===== config.mk =====
export PLATFORM = sky130hd
export DESIGN_NAME = pi_position_loop_deadband_flat
export DESIGN_NICKNAME = d
export VERILOG_FILES = /design/src/pld_pkg.sv /design/src/pld_channels.sv /design/src/pld_serial_mul.sv /design/src/pld_div100.sv /design/src/pi_position_loop_deadband.sv /design/src/flat_wrapper.sv
export SDC_FILE = /design/constraint.sdc
export NUM_CORES = 1
export LEC_CHECK = 0
export BUFFER_PORTS_ARGS = -buffer_cell sky130_fd_sc_hd__buf_2
export CELL_PAD_IN_SITES_DETAIL_PLACEMENT = 2
export CELL_PAD_IN_SITES_GLOBAL_PLACEMENT = 2
export CORE_MARGIN = 5
export CORE_UTILIZATION = 40
export CTS_CLUSTER_DIAMETER = 60
export DETAILED_ROUTE_END_ITERATION = 8
export PLACE_DENSITY = 0.77
export SLEW_MARGIN = 20
export SYNTH_ARGS = -nofsm -noshare
export SYNTH_HDL_FRONTEND = slang
export SYNTH_SLANG_ARGS = --single-unit

===== constraint.sdc =====
create_clock -name clk -period 6.99 [get_ports clk]
set_input_delay 0.699 -clock clk [delete_from_list [all_inputs] [get_ports clk]]
set_output_delay 0.699 -clock clk [all_outputs]
set_load 0.02 [all_outputs]

===== src/pld_pkg.sv =====
// ============================================================================
// pld_pkg: shared types and constants of the PI position loop
// Field widths, register indexes and reset values, and the serial unit widths.
// ============================================================================
package pld_pkg;

    localparam int CMD_W      = 8;
    localparam int ENC_W      = 16;
    localparam int GAIN_W     = 16;
    localparam int POS_W      = 15;
    localparam int OFS_W      = 12;
    localparam int DRV_W      = 12;
    localparam int ERR_W      = 16;
    localparam int INTEG_W    = 16;

    localparam int CFG_IDX_W  = 3;
    localparam int CFG_DATA_W = 16;

    // Shift-add multiplier: one 4-bit digit of the B operand per cycle
    localparam int MUL_A_W     = 17;
    localparam int MUL_B_W     = 16;
    localparam int MUL_DIGIT_W = 4;
    localparam int MUL_STEPS   = MUL_B_W / MUL_DIGIT_W;
    localparam int MUL_CNT_W   = $clog2(MUL_STEPS);
    localparam int MUL_P_W     = MUL_A_W + MUL_B_W;

    // Bit-serial divide by one hundred
    localparam int DIV_W     = 22;
    localparam int DIV_CNT_W = $clog2(DIV_W);
    localparam int DIV_REM_W = 7;
    localparam logic [DIV_REM_W:0] DIVISOR = 8'd100;

    localparam logic signed [CMD_W-1:0] CMD_MAX = 8'sd100;
    localparam logic signed [CMD_W-1:0] CMD_MIN = -8'sd100;

    typedef enum logic [CFG_IDX_W-1:0] {
        CFG_PROP_GAIN    = 3'd0,
        CFG_INTEG_GAIN   = 3'd1,
        CFG_DEADBAND     = 3'd2,
        CFG_DRIVE_OFFSET = 3'd3,
        CFG_CENTRE_POS   = 3'd4,
        CFG_FULL_POS     = 3'd5
    } cfg_reg_t;

    localparam logic [GAIN_W-1:0] PROP_GAIN_RST    = 16'd42598;
    localparam logic [GAIN_W-1:0] INTEG_GAIN_RST   = 16'd983;
    localparam logic [POS_W-1:0]  DEADBAND_RST     = 15'd120;
    localparam logic [OFS_W-1:0]  DRIVE_OFFSET_RST = 12'd1250;
    localparam logic [POS_W-1:0]  CENTRE_POS_RST   = 15'd580;
    localparam logic [POS_W-1:0]  FULL_POS_RST     = 15'd1300;

    typedef struct packed {
        logic busy;
        logic done;
    } unit_status_t;

endpackage


===== src/pld_channels.sv =====
// ============================================================================
// pld channels: valid/ready stream interfaces of the position loop
// One channel carries a control tick in, the other the drive result out.
// ============================================================================
interface pld_tick_if;
    logic                                valid;
    logic                                ready;
    logic signed [pld_pkg::CMD_W-1:0]    command;
    logic signed [pld_pkg::ENC_W-1:0]    encoder_count;

    modport source (output valid, output command, output encoder_count, input ready);
    modport sink   (input valid, input command, input encoder_count, output ready);
endinterface

interface pld_result_if;
    logic                            valid;
    logic                            ready;
    logic [pld_pkg::DRV_W-1:0]       drive_level;
    logic                            move_right;

    modport source (output valid, output drive_level, output move_right, input ready);
    modport sink   (input valid, input drive_level, input move_right, output ready);
endinterface


===== src/pld_serial_mul.sv =====
// ============================================================================
// pld_serial_mul: digit-serial unsigned multiplier
// Consumes the B operand one 4-bit digit per cycle, most significant first.
// ============================================================================
module pld_serial_mul (
    input  logic                           clk,
    input  logic                           rst_n,
    input  logic                           start,
    input  logic [pld_pkg::MUL_A_W-1:0]    a,
    input  logic [pld_pkg::MUL_B_W-1:0]    b,
    output pld_pkg::unit_status_t          status,
    output logic [pld_pkg::MUL_P_W-1:0]    product
);

    logic [pld_pkg::MUL_A_W-1:0]                       a_reg;
    logic [pld_pkg::MUL_B_W-1:0]                       b_reg;
    logic [pld_pkg::MUL_B_W-1:0]                       b_next;
    logic [pld_pkg::MUL_P_W-1:0]                       acc_reg;
    logic [pld_pkg::MUL_P_W-1:0]                       acc_next;
    logic [pld_pkg::MUL_CNT_W-1:0]                     cnt_reg;
    logic [pld_pkg::MUL_CNT_W-1:0]                     cnt_next;
    logic                                              run_reg;
    logic                                              run_next;
    logic                                              done_reg;
    logic                                              done_next;
    logic [pld_pkg::MUL_A_W+pld_pkg::MUL_DIGIT_W-1:0]  partial;

    // one digit product per cycle, accumulated Horner style
    always_comb
    begin
        partial  = a_reg * b_reg[pld_pkg::MUL_B_W-1 -: pld_pkg::MUL_DIGIT_W];
        acc_next = {acc_reg[pld_pkg::MUL_P_W-pld_pkg::MUL_DIGIT_W-1:0],
                    {pld_pkg::MUL_DIGIT_W{1'b0}}}
                 + pld_pkg::MUL_P_W'(partial);
        b_next   = {b_reg[pld_pkg::MUL_B_W-pld_pkg::MUL_DIGIT_W-1:0],
                    {pld_pkg::MUL_DIGIT_W{1'b0}}};
    end

    always_comb
    begin
        run_next  = run_reg;
        cnt_next  = cnt_reg;
        done_next = 1'b0;
        if (start)
        begin
            run_next = 1'b1;
            cnt_next = '0;
        end
        else if (run_reg)
        begin
            cnt_next = cnt_reg + 1'b1;
            if (cnt_reg == pld_pkg::MUL_CNT_W'(pld_pkg::MUL_STEPS - 1))
            begin
                run_next  = 1'b0;
                done_next = 1'b1;
            end
        end
    end

    always_ff @(posedge clk or negedge rst_n)
    begin
        if (!rst_n)
        begin
            run_reg  <= 1'b0;
            cnt_reg  <= '0;
            done_reg <= 1'b0;
        end
        else
        begin
            run_reg  <= run_next;
            cnt_reg  <= cnt_next;
            done_reg <= done_next;
        end
    end

    always_ff @(posedge clk)
    begin
        if (start)
        begin
            a_reg   <= a;
            b_reg   <= b;
            acc_reg <= '0;
        end
        else if (run_reg)
        begin
            b_reg   <= b_next;
            acc_reg <= acc_next;
        end
    end

    assign status.busy = run_reg;
    assign status.done = done_reg;
    assign product     = acc_reg;

endmodule


===== src/pld_div100.sv =====
// ============================================================================
// pld_div100: bit-serial divide by one hundred
// Restoring long division, one quotient bit per cycle, narrow remainder.
// ============================================================================
module pld_div100 (
    input  logic                          clk,
    input  logic                          rst_n,
    input  logic                          start,
    input  logic [pld_pkg::DIV_W-1:0]     dividend,
    output pld_pkg::unit_status_t         status,
    output logic [pld_pkg::DIV_W-1:0]     quotient
);

    logic [pld_pkg::DIV_W-1:0]      dvd_reg;
    logic [pld_pkg::DIV_W-1:0]      quo_reg;
    logic [pld_pkg::DIV_REM_W-1:0]  rem_reg;
    logic [pld_pkg::DIV_REM_W-1:0]  rem_next;
    logic [pld_pkg::DIV_REM_W:0]    trial;
    logic [pld_pkg::DIV_REM_W:0]    diff;
    logic                           fits;
    logic [pld_pkg::DIV_CNT_W-1:0]  cnt_reg;
    logic [pld_pkg::DIV_CNT_W-1:0]  cnt_next;
    logic                           run_reg;
    logic                           run_next;
    logic                           done_reg;
    logic                           done_next;

    always_comb
    begin
        trial    = {rem_reg, dvd_reg[pld_pkg::DIV_W-1]};
        fits     = (trial >= pld_pkg::DIVISOR);
        diff     = trial - pld_pkg::DIVISOR;
        rem_next = fits ? diff[pld_pkg::DIV_REM_W-1:0] : trial[pld_pkg::DIV_REM_W-1:0];
    end

    always_comb
    begin
        run_next  = run_reg;
        cnt_next  = cnt_reg;
        done_next = 1'b0;
        if (start)
        begin
            run_next = 1'b1;
            cnt_next = '0;
        end
        else if (run_reg)
        begin
            cnt_next = cnt_reg + 1'b1;
            if (cnt_reg == pld_pkg::DIV_CNT_W'(pld_pkg::DIV_W - 1))
            begin
                run_next  = 1'b0;
                done_next = 1'b1;
            end
        end
    end

    always_ff @(posedge clk or negedge rst_n)
    begin
        if (!rst_n)
        begin
            run_reg  <= 1'b0;
            cnt_reg  <= '0;
            done_reg <= 1'b0;
        end
        else
        begin
            run_reg  <= run_next;
            cnt_reg  <= cnt_next;
            done_reg <= done_next;
        end
    end

    always_ff @(posedge clk)
    begin
        if (start)
        begin
            dvd_reg <= dividend;
            rem_reg <= '0;
            quo_reg <= '0;
        end
        else if (run_reg)
        begin
            dvd_reg <= {dvd_reg[pld_pkg::DIV_W-2:0], 1'b0};
            rem_reg <= rem_next;
            quo_reg <= {quo_reg[pld_pkg::DIV_W-2:0], fits};
        end
    end

    assign status.busy = run_reg;
    assign status.done = done_reg;
    assign quotient    = quo_reg;

endmodule


===== src/pi_position_loop_deadband.sv =====
// ============================================================================
// pi_position_loop_deadband: PI position loop with deadband
// Maps a joystick command to a setpoint and drives a motor DAC from the error.
// ============================================================================
// Each tick transaction carries a signed joystick command and an encoder count.
// The command is clamped to -100..100 and mapped onto 0..centre (negative) or
// centre..full (positive); the error is setpoint minus encoder. The block
// returns one result transaction per tick: drive_level is floor(prop_gain *
// |error|) plus a trapezoidal integrator plus drive_offset, clamped to
// 0..4095 and forced to zero when |error| <= deadband; move_right is set when
// the error is negative. A tick with a negative encoder count is taken and
// dropped with no result and no state change. Gains are unsigned Q0.16. A tick
// with a valid encoder occupies the block through three passes through the
// shared 4-bit-per-cycle multiplier plus the 22-step bit-serial divide by 100
// for the setpoint mapping. A finished result waits in the output register
// while the next tick is accepted. Registers are to be written through
// cfg_wen/cfg_addr/cfg_data only while idle; the block does not enforce this;
// writes to indexes above five are ignored.
module pi_position_loop_deadband (
    input  logic                              clk,
    input  logic                              rst_n,
    input  logic                              cfg_wen,
    input  logic [pld_pkg::CFG_IDX_W-1:0]     cfg_addr,
    input  logic [pld_pkg::CFG_DATA_W-1:0]    cfg_data,
    pld_tick_if.sink                          tick,
    pld_result_if.source                      result
);

    // one-hot sequencer states
    typedef enum logic [6:0] {
        ST_IDLE     = 7'b0000001,
        ST_MAP_MUL  = 7'b0000010,
        ST_MAP_DIV  = 7'b0000100,
        ST_ERR      = 7'b0001000,
        ST_PROP_MUL = 7'b0010000,
        ST_INT_MUL  = 7'b0100000,
        ST_EMIT     = 7'b1000000
    } state_t;

    state_t state_reg;
    state_t state_next;

    // configuration registers
    logic [pld_pkg::GAIN_W-1:0] prop_gain_reg;
    logic [pld_pkg::GAIN_W-1:0] integ_gain_reg;
    logic [pld_pkg::POS_W-1:0]  deadband_reg;
    logic [pld_pkg::OFS_W-1:0]  drive_offset_reg;
    logic [pld_pkg::POS_W-1:0]  centre_reg;
    logic [pld_pkg::POS_W-1:0]  full_reg;

    // loop state
    logic [pld_pkg::ERR_W-1:0]   last_error_reg;
    logic [pld_pkg::INTEG_W-1:0] integral_sum_reg;
    logic [pld_pkg::INTEG_W-1:0] integral_sum_next;

    // per-tick working registers
    logic                        sub_reg;
    logic [pld_pkg::POS_W-1:0]   enc_reg;
    logic [pld_pkg::ERR_W-1:0]   err_reg;
    logic [pld_pkg::ERR_W-1:0]   err_next;
    logic [pld_pkg::POS_W-1:0]   mag_reg;
    logic [pld_pkg::POS_W-1:0]   mag_next;
    logic [pld_pkg::POS_W-1:0]   prop_reg;
    logic                        sum_neg_reg;

    // output register
    logic                        out_valid_reg;
    logic                        out_valid_next;
    logic [pld_pkg::DRV_W-1:0]   drive_reg;
    logic [pld_pkg::DRV_W-1:0]   drive_next;
    logic                        right_reg;
    logic                        out_free;

    // serial units
    logic                          mul_start;
    logic [pld_pkg::MUL_A_W-1:0]   mul_a;
    logic [pld_pkg::MUL_B_W-1:0]   mul_b;
    logic [pld_pkg::MUL_P_W-1:0]   mul_product;
    pld_pkg::unit_status_t         mul_status;
    logic                          div_start;
    logic [pld_pkg::DIV_W-1:0]     div_quotient;
    pld_pkg::unit_status_t         div_status;

    // tick decode
    logic                               accept;
    logic                               enc_neg;
    logic signed [pld_pkg::CMD_W-1:0]   cmd_clamped;
    logic [pld_pkg::CMD_W-1:0]          cmd_abs;
    logic                               cmd_neg;
    logic [pld_pkg::POS_W:0]            span;
    logic [pld_pkg::POS_W:0]            span_abs;
    logic                               span_neg;

    // setpoint and error
    logic [pld_pkg::POS_W+1:0]   setpoint;
    logic [pld_pkg::POS_W+1:0]   err_wide;
    logic [pld_pkg::ERR_W-1:0]   err_abs;

    // integrator
    logic [pld_pkg::ERR_W:0]     err_sum;
    logic [pld_pkg::ERR_W:0]     err_sum_abs;
    logic [34:0]                 prod_ext;
    logic [34:0]                 prod_signed;
    logic [34:0]                 integ_acc;
    logic [17:0]                 integ_trunc;

    // drive
    logic [17:0]                 drive_sum;

    assign accept      = tick.valid && tick.ready;
    assign tick.ready  = (state_reg == ST_IDLE);
    assign enc_neg     = tick.encoder_count[pld_pkg::ENC_W-1];
    assign out_free    = !out_valid_reg || result.ready;

    // ------------------------------------------------------------------
    // Configuration writes
    // ------------------------------------------------------------------
    always_ff @(posedge clk or negedge rst_n)
    begin
        if (!rst_n)
        begin
            prop_gain_reg    <= pld_pkg::PROP_GAIN_RST;
            integ_gain_reg   <= pld_pkg::INTEG_GAIN_RST;
            deadband_reg     <= pld_pkg::DEADBAND_RST;
            drive_offset_reg <= pld_pkg::DRIVE_OFFSET_RST;
            centre_reg       <= pld_pkg::CENTRE_POS_RST;
            full_reg         <= pld_pkg::FULL_POS_RST;
        end
        else if (cfg_wen)
        begin
            unique case (pld_pkg::cfg_reg_t'(cfg_addr))
                pld_pkg::CFG_PROP_GAIN:    prop_gain_reg    <= cfg_data;
                pld_pkg::CFG_INTEG_GAIN:   integ_gain_reg   <= cfg_data;
                pld_pkg::CFG_DEADBAND:     deadband_reg     <= cfg_data[pld_pkg::POS_W-1:0];
                pld_pkg::CFG_DRIVE_OFFSET: drive_offset_reg <= cfg_data[pld_pkg::OFS_W-1:0];
                pld_pkg::CFG_CENTRE_POS:   centre_reg       <= cfg_data[pld_pkg::POS_W-1:0];
                pld_pkg::CFG_FULL_POS:     full_reg         <= cfg_data[pld_pkg::POS_W-1:0];
                default:                   ;
            endcase
        end
    end

    // ------------------------------------------------------------------
    // Command clamp and mapping operands
    // ------------------------------------------------------------------
    always_comb
    begin
        if (tick.command > pld_pkg::CMD_MAX)
            cmd_clamped = pld_pkg::CMD_MAX;
        else if (tick.command < pld_pkg::CMD_MIN)
            cmd_clamped = pld_pkg::CMD_MIN;
        else
            cmd_clamped = tick.command;
        cmd_neg  = cmd_clamped[pld_pkg::CMD_W-1];
        cmd_abs  = cmd_neg ? (-cmd_clamped) : cmd_clamped;
        // span = full - centre, taken as sign and magnitude
        span     = {1'b0, full_reg} - {1'b0, centre_reg};
        span_neg = span[pld_pkg::POS_W];
        span_abs = span_neg ? (-span) : span;
    end

    // ------------------------------------------------------------------
    // Setpoint, error and magnitude
    // ------------------------------------------------------------------
    always_comb
    begin
        // a negative command or a falling span pulls the setpoint below centre
        if (sub_reg)
            setpoint = {2'b00, centre_reg} - {2'b00, div_quotient[pld_pkg::POS_W-1:0]};
        else
            setpoint = {2'b00, centre_reg} + {2'b00, div_quotient[pld_pkg::POS_W-1:0]};
        err_wide = setpoint - {2'b00, enc_reg};
        err_next = err_wide[pld_pkg::ERR_W-1:0];
        err_abs  = err_next[pld_pkg::ERR_W-1] ? (-err_next) : err_next;
        mag_next = err_abs[pld_pkg::POS_W-1:0];
    end

    // ------------------------------------------------------------------
    // Trapezoidal integrator, exact in Q.17, truncated toward zero
    // ------------------------------------------------------------------
    always_comb
    begin
        err_sum     = {err_reg[pld_pkg::ERR_W-1], err_reg}
                    + {last_error_reg[pld_pkg::ERR_W-1], last_error_reg};
        err_sum_abs = err_sum[pld_pkg::ERR_W] ? (-err_sum) : err_sum;
        prod_ext    = {2'b00, mul_product};
        prod_signed = sum_neg_reg ? (-prod_ext) : prod_ext;
        integ_acc   = {{2{integral_sum_reg[pld_pkg::INTEG_W-1]}}, integral_sum_reg, 17'd0}
                    + prod_signed;
        // floor shift, then step up by one for a negative value with a fraction
        integ_trunc = integ_acc[34:17]
                    + 18'((integ_acc[34] && (integ_acc[16:0] != 17'd0)) ? 1 : 0);
        if (integ_trunc[17:15] == 3'b000 || integ_trunc[17:15] == 3'b111)
            integral_sum_next = integ_trunc[15:0];
        else if (integ_trunc[17])
            integral_sum_next = 16'h8000;
        else
            integral_sum_next = 16'h7FFF;
    end

    // ------------------------------------------------------------------
    // Drive level: sum, saturate, deadband
    // ------------------------------------------------------------------
    always_comb
    begin
        drive_sum = {3'b000, prop_reg}
                  + {{2{integral_sum_reg[pld_pkg::INTEG_W-1]}}, integral_sum_reg}
                  + {6'd0, drive_offset_reg};
        if (mag_reg <= deadband_reg)
            drive_next = '0;
        else if (drive_sum[17])
            drive_next = '0;
        else if (drive_sum[16:12] != 5'd0)
            drive_next = '1;
        else
            drive_next = drive_sum[11:0];
    end

    // ------------------------------------------------------------------
    // Sequencer and shared multiplier issue
    // ------------------------------------------------------------------
    always_comb
    begin
        state_next = state_reg;
        mul_start  = 1'b0;
        mul_a      = '0;
        mul_b      = '0;
        div_start  = 1'b0;
        unique case (state_reg)
            ST_IDLE:
            begin
                // drop ticks with a negative encoder count outright
                if (accept && !enc_neg)
                begin
                    mul_start  = 1'b1;
                    mul_a      = cmd_neg ? pld_pkg::MUL_A_W'(centre_reg)
                                         : pld_pkg::MUL_A_W'(span_abs);
                    mul_b      = pld_pkg::MUL_B_W'(cmd_abs);
                    state_next = ST_MAP_MUL;
                end
            end
            ST_MAP_MUL:
            begin
                if (mul_status.done)
                begin
                    div_start  = 1'b1;
                    state_next = ST_MAP_DIV;
                end
            end
            ST_MAP_DIV:
            begin
                if (div_status.done)
                    state_next = ST_ERR;
            end
            ST_ERR:
            begin
                mul_start  = 1'b1;
                mul_a      = pld_pkg::MUL_A_W'(mag_next);
                mul_b      = prop_gain_reg;
                state_next = ST_PROP_MUL;
            end
            ST_PROP_MUL:
            begin
                if (mul_status.done)
                begin
                    mul_start  = 1'b1;
                    mul_a      = err_sum_abs;
                    mul_b      = integ_gain_reg;
                    state_next = ST_INT_MUL;
                end
            end
            ST_INT_MUL:
            begin
                if (mul_status.done)
                    state_next = ST_EMIT;
            end
            ST_EMIT:
            begin
                if (out_free)
                    state_next = ST_IDLE;
            end
            default:
            begin
                state_next = ST_IDLE;
            end
        endcase
    end

    always_comb
    begin
        out_valid_next = out_valid_reg;
        if (state_reg == ST_EMIT && out_free)
            out_valid_next = 1'b1;
        else if (result.ready)
            out_valid_next = 1'b0;
    end

    always_ff @(posedge clk or negedge rst_n)
    begin
        if (!rst_n)
        begin
            state_reg        <= ST_IDLE;
            out_valid_reg    <= 1'b0;
            last_error_reg   <= '0;
            integral_sum_reg <= '0;
        end
        else
        begin
            state_reg     <= state_next;
            out_valid_reg <= out_valid_next;
            // commit loop state once the integrator product is in
            if (state_reg == ST_INT_MUL && mul_status.done)
            begin
                last_error_reg   <= err_reg;
                integral_sum_reg <= integral_sum_next;
            end
        end
    end

    always_ff @(posedge clk)
    begin
        if (state_reg == ST_IDLE && accept)
        begin
            sub_reg <= cmd_neg || span_neg;
            enc_reg <= tick.encoder_count[pld_pkg::POS_W-1:0];
        end
        if (state_reg == ST_ERR)
        begin
            err_reg <= err_next;
            mag_reg <= mag_next;
        end
        if (state_reg == ST_PROP_MUL && mul_status.done)
        begin
            prop_reg    <= mul_product[pld_pkg::GAIN_W +: pld_pkg::POS_W];
            sum_neg_reg <= err_sum[pld_pkg::ERR_W];
        end
        if (state_reg == ST_EMIT && out_free)
        begin
            drive_reg <= drive_next;
            right_reg <= err_reg[pld_pkg::ERR_W-1];
        end
    end

    // ------------------------------------------------------------------
    // Serial arithmetic units
    // ------------------------------------------------------------------
    pld_serial_mul u_mul (
        .clk     (clk),
        .rst_n   (rst_n),
        .start   (mul_start),
        .a       (mul_a),
        .b       (mul_b),
        .status  (mul_status),
        .product (mul_product)
    );

    pld_div100 u_div (
        .clk      (clk),
        .rst_n    (rst_n),
        .start    (div_start),
        .dividend (mul_product[pld_pkg::DIV_W-1:0]),
        .status   (div_status),
        .quotient (div_quotient)
    );

    assign result.valid       = out_valid_reg;
    assign result.drive_level = drive_reg;
    assign result.move_right  = right_reg;

`ifndef SYNTHESIS
    // a finished tick always lands in the output register and frees the block
    a_emit_loads_output: assert property (@(posedge clk) disable iff (!rst_n)
        (state_reg == ST_EMIT && out_free) |=> (out_valid_reg && state_reg == ST_IDLE))
        else $error("emit did not load the output register");

    // multiplier and divider never run at the same time
    a_units_exclusive: assert property (@(posedge clk) disable iff (!rst_n)
        !(mul_status.busy && div_status.busy))
        else $error("multiplier and divider busy together");

    // loop state moves only at the integrator commit
    a_state_commit: assert property (@(posedge clk) disable iff (!rst_n)
        !$stable(integral_sum_reg) |-> $past(state_reg == ST_INT_MUL && mul_status.done))
        else $error("integrator changed outside its commit");

    // a tick with a negative encoder is dropped
    a_drop_negative: assert property (@(posedge clk) disable iff (!rst_n)
        (accept && enc_neg) |=> (state_reg == ST_IDLE && !mul_status.busy))
        else $error("negative encoder tick was not dropped");
`endif

endmodule


===== src/flat_wrapper.sv =====
// flat-port wrapper written by rule: the top's interface ports become plain ports
module pi_position_loop_deadband_flat 
  (clk, rst_n, cfg_wen, cfg_addr, cfg_data, tick_valid, tick_command, tick_encoder_count, tick_ready, result_valid, result_drive_level, result_move_right, result_ready);
  pld_tick_if tick_i ();
  pld_result_if result_i ();
  input  logic clk;
  input  logic rst_n;
  input  logic cfg_wen;
  input  logic [pld_pkg::CFG_IDX_W-1:0] cfg_addr;
  input  logic [pld_pkg::CFG_DATA_W-1:0] cfg_data;
  input wire logic [$bits(tick_i.valid)-1:0] tick_valid;
  input wire logic [$bits(tick_i.command)-1:0] tick_command;
  input wire logic [$bits(tick_i.encoder_count)-1:0] tick_encoder_count;
  output wire logic [$bits(tick_i.ready)-1:0] tick_ready;
  output wire logic [$bits(result_i.valid)-1:0] result_valid;
  output wire logic [$bits(result_i.drive_level)-1:0] result_drive_level;
  output wire logic [$bits(result_i.move_right)-1:0] result_move_right;
  input wire logic [$bits(result_i.ready)-1:0] result_ready;
  assign tick_i.valid = tick_valid;
  assign tick_i.command = tick_command;
  assign tick_i.encoder_count = tick_encoder_count;
  assign tick_ready = tick_i.ready;
  assign result_valid = result_i.valid;
  assign result_drive_level = result_i.drive_level;
  assign result_move_right = result_i.move_right;
  assign result_i.ready = result_ready;
  pi_position_loop_deadband u_core (.clk(clk), .rst_n(rst_n), .cfg_wen(cfg_wen), .cfg_addr(cfg_addr), .cfg_data(cfg_data), .tick(tick_i), .result(result_i));
endmodule

==> metrics.md, run 1 <==
| Metric | Value |
|---|---|
| WP data required | 7.45 ns |
| # nets final | 2746 |
| IO buf count | 62 |
| Share of the synthesized area in the top cell type | between 15 and 20% |
| CTS Buffer Depth | 3 |
| CP Launch Type | register |
| # resized after CTS | 0 |
| Pint | 7.179 mW |
| Flop pwr share | 23.8% |
| Max incr delay on CP | slightly below 0.4 ns |
| Area Growth Syn to Fin | 12.17% |
| Post-synthesis xor/xnor area fraction | a little under 7% |
| Cells after synthesis | 2432 |
| Boundary Pins | 63 |
| First-pass GRT wire length | ~120 mm |
| Post-synth EDFFs | 130 |
| TritonCTS buffer count | 45 |
| Worst-skew pair later-pin latency | 0.59 ns |
| Worst vdd ir | approximately 0.00031 V |
| Layout cells sized above 1 | between 10% and 20% |
| Placed inst area | 0.02383 mm^2 |
| Prevailing post-synth register cell | edfxtp_1 |
| Post-route setup TNS | 0 ns |
| Crit Path Class | register to register |
| Final period utilization | 91.46% |
| Fill count | 6117 |
| Max_cap viols | 0 |
| Worst Tran Pin Value | 1.125 ns |
| Worst relative slew slack | 24.81% |
| Final Hold Vio Count | 0 |
| Pwr/cell area | 532.2 mW/mm^2 |
| Ys async rst share | between 40% and 50% |
| Core Region | between 0.05 and 0.06 mm^2 |
| Die ar. | 0.06149 mm^2 |
| Max FFs per register | 33 |
| Status | finished, final reports clean |
| Sequential element share of the synthesized area | roughly 38% |
| Clock transition at path regs | 0.06 ns |
| Leading area contributor after synthesis | edfxtp_1 |
| Drt total wl | 78.55 mm |
| Clock skew | 0.02761 ns |
| Post-detailed-route wirelength per cell | 23.98 um |
| Vias | 18620 |
| Final count of pins violating max slew | 0 |
| Mapped Area | roughly 0.023 mm^2 |
| Adder-cell share of the synthesized area | 13.63% |
| Drt first-iter violations | between 900 and 1000 |
| Die Width | roughly 250 um |
| Clock share of power | 17.5% |
| DIE HEIGHT | 248.0 um |
| Reg area | 0.008551 mm^2 |
| Worst R2R Setup Slack | 0.60 ns |
| Largest family of logic cells by synthesized area | simple AND/OR/NAND/NOR gates |
| Setup violations, final | 0 |
| Vias in the first global route | roughly 21000 |
| Remaining DRCs | 0 |
| Static leakage | roughly 11 nW |
| Avg Synthesized Cell Area | 9.315 um^2 |
| Initial antenna violation count | 2 |
| Synth top area cells | edfxtp_1 17%, dfrtp_1 12%, ha_1 8.9% |
| Switching Power | 6.345 mW |
| H-tree Lvls | 2 |
| Mux contribution to synthesized area | under 10% |
| Syn_nets | roughly 2700 |
| Synth warnings | 0 |
| Hold Buf Count CTS | 0 |
| Antenna Nets Post-Route | 0 |
| Ant diodes | 0 |
| Core Rows | 87 |
| Post-synthesis simple-gate area fraction | about 17% |
| CTS tree | done |
| Final HPWL DP | 59.10 mm |
| Starting density of the core | 40.25% |
| Compound-Gate Fraction of Synth Area | 15.23% |
| Worst endpoint data arrival time | ~6.9 ns |
| CTS root buf | clkbuf_16 |
| Overall Global Routing Usage | 25.42% |
| Via density | 5.684 |
| Multi-input gate area | between 0.01 and 0.015 mm^2 |
| CP endpoint kind | register |
| Post-route cell area | between 0.02 and 0.03 mm^2 |
| Pre-Repair DR Iteration Count | 6 |
| Slowest CP cell | or3_1 |
| Tmin final | 6.393 ns |
| Comb power frac | 58.7% |
| Setup Fix Bufs, Post-CTS | 0 |
| CTS sink count | 325 |
| Worst-path fanout max | 15 |
| FMAX | 156.4 MHz |
| Routability congestion estimate | 0.8423 |
| Grt ovf | 0 |
| RSZ-0062 raised after global routing | no |
| Synth unique cells | 93 |
| Net Sw Frac | 46.92% |
| Yosys reg bits | ~330 |
| Largest net degree at the start of global routing | 75 |
| Hold Path Class | input port to asynchronous set/reset pin |
[cells in the final DEF, fill, tap and decap left out, types with 55 or more instances in the layout]
master    instances
nor2_1          215
a21oi_1         129
mux2_2           66
buf_2            61
o21ai_0         143
edfxtp_1        130
nand2_1         292
inv_1           170
xor2_1           67
ha_1            162
dfrtp_1         106
dfxtp_1          55
xnor2_1         107
[cell usage after synthesis (25+ instances only)]
cell type    n
nor4_1      26
nor2_1     215
nand3_1     39
fa_1        53
nand2_1    292
edfxtp_1   130
inv_1      171
dfstp_2     33
clkbuf_1    76
and2_1      31
nor3_1      54
dfrtp_1    107
mux2_2      66
o21a_1      39
nor2b_1     25
a21o_1      26
ha_1       162
xnor2_1    107
o21ai_0    143
xor2_1      67
dfxtp_1     55
a21oi_1    130
mux2i_1     39
[critical path: cells and delay by family (launching register included)]
family	cells	cell delay [ns]
AND/OR/NAND/NOR	13	3.04
AO/OA/AOI/OAI	8	1.60
adder cells (fa/ha/maj)	2	0.54
XOR/XNOR	2	0.52
flip-flops	1	0.37
buffers and inverters	1	0.19
[metrics by stage]
| stage | utilization, % | instances | power [mW] | worst slack (ns) | hold WS (ns) |
|---|---|---|---|---|---|
| after floorplan | - | 2432 | 8.584 | 1.369 | 0.4029 |
| after global placement | 42.35 | 3191 | 10.57 | 0.6235 | 0.4429 |
| after detailed placement | 42.35 | 3191 | 11.04 | 0.4376 | 0.4596 |
| after CTS | 45.06 | 3275 | 13.60 | 0.2391 | 0.1439 |
| after global routing | 45.15 | 3276 | 14.51 | 0.06998 | 0.1756 |
| final | 45.15 | 3276 | 13.52 | 0.5968 | 0.1355 |
[layer usage]
metal	share of wire, %	track usage [%]	up-vias
met5	0	0	-
met4	2.2	6.381	0
met3	2.5	2.509	90
met2	52	46.59	223
met1	44	32.17	9618
li1	-	-	8689
[power groups by stage]
stage               combinational [mW]  sequential [mW]  clock, mW
floorplan                         5.62             2.96          0
global placement                  7.39             3.18          0
detailed placement                7.81             3.23          0
CTS                               7.96             3.21       2.43
global route                      8.73             3.27       2.51
finish                            7.93             3.22       2.37
[path summary, 6_finish.rpt]
path	start	end	cells after the start
min in group clk	tick_encoder_count[3]	u_core.enc_reg[3]	1
min reg2reg	u_core.u_div.rem_reg[6]	u_core.u_div.rem_reg[6]	2
max reg2reg	u_core.u_mul.product[0]	u_core.integral_sum_reg[13]	26
max	u_core.u_mul.product[0]	u_core.integral_sum_reg[13]	26
min	rst_n	u_core.u_div.cnt_reg[1]	1
max in group asynchronous	rst_n	u_core.full_reg[2]	3
[logic make-up after synthesis]
logic type                 after synthesis
xor gates and xnor gates               176
AOI/OAI and AO/OA                      530
DFF                                    325
buffers and inverters                  260
adders and majority gates              215
and+or+nand+nor                        821
muxes                                  105
[final cells by class]
class | instances | area share [%]
Tap cell | 756 | 3.722
Sequential cell | 325 | 33.65
Inverter | 172 | 2.541
Multi-Input combinational cell | 1847 | 51.87
Clock buffer | 58 | 4.860
Clock inverter | 26 | 1.142
Timing Repair Buffer | 92 | 2.211
Note: power is estimated with default switching activity, not from simulation.
==> inputs of run 2 (changes only) <==
CELL_PAD_IN_SITES_DETAIL_PLACEMENT = unset   (was 2)
CELL_PAD_IN_SITES_GLOBAL_PLACEMENT = unset   (was 2)
PLACE_DENSITY = 0.53   (was 0.77)
clock period = 7.9 ns   (was 6.99 ns; I/O delays follow)
==> metrics.md, run 2 (synthesis results as in run 1) <==
| Metric | Value |
|---|---|
| Status | finished, final reports clean |
| Boundary Pins | 63 |
| H-tree Lvls | 2 |
| Worst endpoint data arrival time | 7.55 ns |
| Vias | between 15000 and 20000 |
| Final HPWL DP | a little under 50 mm |
| Drt total wl | 63.61 mm |
| Routability congestion estimate | 0.8801 |
| Post-route setup TNS | 0 ns |
| Starting density of the core | roughly 40% |
| RSZ-0062 raised after global routing | no |
| Placed inst area | around 0.024 mm^2 |
| FMAX | 140.9 MHz |
| Switching Power | roughly 5.0 mW |
| Pre-Repair DR Iteration Count | 7 |
| Post-route cell area | between 0.02 and 0.03 mm^2 |
| Crit Path Class | register to register |
| CTS root buf | clkbuf_16 |
| # nets final | approximately 2700 |
| Largest net degree at the start of global routing | slightly below 80 |
| Final count of pins violating max slew | 0 |
| Ant diodes | 0 |
| Tot Pwr | between 10 and 15 mW |
| First-pass GRT wire length | 100.0 mm |
| Worst R2R Setup Slack | approximately 0.8 ns |
| Flop pwr share | 24.9% |
| Via density | 5.436 |
| Static leakage | 10.95 nW |
| Vias in the first global route | between 15000 and 20000 |
| Net Sw Frac | 44.80% |
| CTS sink count | 325 |
| R2r startpoint | u_core.u_mul.product[1] |
| TritonCTS buffer count | 45 |
| Post-detailed-route wirelength per cell | 19.47 um |
| Comb power frac | ~57% |
| R2R depth | 25 |
| Max_cap viols | 0 |
| Clock skew | 0.02418 ns |
| Clock transition at path regs | 0.06 ns |
| CP endpoint kind | register |
| Overall Global Routing Usage | 20.68% |
| Hold Path Class | input port to asynchronous set/reset pin |
| RR Endpoint | u_core.integral_sum_reg[8] |
| Setup violations, final | 0 |
| Tmin final | 7.098 ns |
| Worst-path fanout max | 15 |
| Drt first-iter violations | 1135 |
| Final Hold Vio Count | 0 |
| Final period utilization | 89.85% |
| Grt ovf | 0 |
| # resized after CTS | 0 |
| IO buf count | 62 |
| Pwr/cell area | about 450 mW/mm^2 |
| Antenna Nets Post-Route | 0 |
| Initial antenna violation count | 4 |
| Die ar. | 0.06149 mm^2 |
| Layout cells sized above 1 | between 10% and 20% |
| Core Region | around 0.056 mm^2 |
| Max FFs per register | 33 |
| Clock share of power | between 15 and 20% |
| Commonest non-fill, non-tap cell in the layout | nand2_1 |
| Pint | 6.200 mW |
| DIE HEIGHT | 248.0 um |
| CP Launch Type | register |
| Remaining DRCs | 0 |
| CTS tree | done |
| Worst relative slew slack | 29.26% |
| Worst-skew pair later-pin latency | 0.58 ns |
| Worst vdd ir | 0.0002818 V |
| WP data required | 8.36 ns |
| Area Growth Syn to Fin | 11.42% |
| Worst Tran Pin Value | about 1.0 ns |
| Core Rows | 87 |
| Setup Fix Bufs, Post-CTS | 0 |
| Commonest non-fill, non-tap cells in the layout | 292 x nand2_1, 215 x nor2_1, 170 x inv_1 |
| Die Width | 248.0 um |
| CTS Buffer Depth | 3 |
| Hold Buf Count CTS | 0 |
==> run 2: changes by cell type in the layout (fill, tap and decap cells not counted), moves of 2 or more <==
cell       delta
buf_4         -7
bufinv_16     -4
clkbuf_1      +5
clkbuf_16     +3
clkinv_1      -2
clkinv_8      -2
inv_6         -3
inv_8         +2
==> run 2: cell type report <==
class | count | area (um^2)
Clock buffer | 66 | 1329
Clock inverter | 17 | 126.4
Fill cell | 5463 | 31040
Inverter | 172 | 645.6
Multi-Input combinational cell | 1847 | 13160
Sequential cell | 325 | 8551
Tap cell | 756 | 945.9
Timing Repair Buffer | 84 | 481.7
==> run 2: how the worst max path moves through the flow <==
stage,startpoint,end,slack [ns],cells past startpoint
2_1_floorplan,u_core.u_mul.product[18],u_core.integral_sum_reg[10],2.28,28
3_3_place_gp,u_core.u_mul.product[0],u_core.integral_sum_reg[10],0.85,25
3_5_place_dp,u_core.u_mul.product[1],u_core.integral_sum_reg[4],0.85,25
4_1_cts,u_core.u_mul.product[1],u_core.integral_sum_reg[4],0.80,25
5_1_grt,u_core.u_mul.product[1],u_core.integral_sum_reg[11],0.20,25
6_report,u_core.u_mul.product[1],u_core.integral_sum_reg[8],0.80,25
==> run 2: worst max-delay path: stages (launching register included) <==
cell and delay (ns):
dfxtp_1 0.35, nor4_1 0.46, and4_1 0.45, nand4_1 0.23
or3_1 0.46, or2_2 0.33, o31ai_1 0.26, xnor2_1 0.16
ha_1 0.29, and3_1 0.19, a221oi_1 0.32, nor2b_1 0.10
a21oi_1 0.15, o2bb2ai_1 0.18, xnor3_2 0.36, a21oi_1 0.16
ha_1 0.18, nand3_1 0.16, nor3_1 0.17, and4_1 0.29
and3_1 0.30, nand4_1 0.15, o311a_1 0.33, nor2_1 0.57
o21ai_0 0.21, o21a_1 0.15
==> run 2: metal layers <==
layer | vias up | track usage (%) | wire, um
met5 | - | 0 | 19
met4 | 4 | 5.777 | 1688
met3 | 98 | 2.757 | 2488
met2 | 376 | 34.93 | 30190
met1 | 8571 | 27.99 | 29230
li1 | 8711 | - | -
==> run 2: through the flow <==
| stage | setup slack [ns] | utilization (%) | hold slack, ns | instances |
|---|---|---|---|---|
| 4_1_cts | 0.7968 | 44.84 | 0.2405 | 3267 |
| 5_1_grt | 0.2036 | 44.85 | 0.2867 | 3267 |
| 3_5_place_dp | 0.8531 | 42.26 | 0.4491 | 3184 |
| 3_3_place_gp | 0.8512 | 42.26 | 0.4430 | 3184 |
| 6_report | 0.8017 | 44.85 | 0.2327 | 3267 |
| 2_1_floorplan | 2.279 | - | 0.4029 | 2432 |
==> run 2: power groups by stage <==
stage          logic [mW]  clock network (mW)  registers [mW]
2_1_floorplan        4.98                   0            2.62
3_3_place_gp         6.33                   0            2.81
5_1_grt              7.23                2.10            2.86
4_1_cts              6.43                2.03            2.80
3_5_place_dp         6.38                   0            2.83
6_report             6.45                1.98            2.80
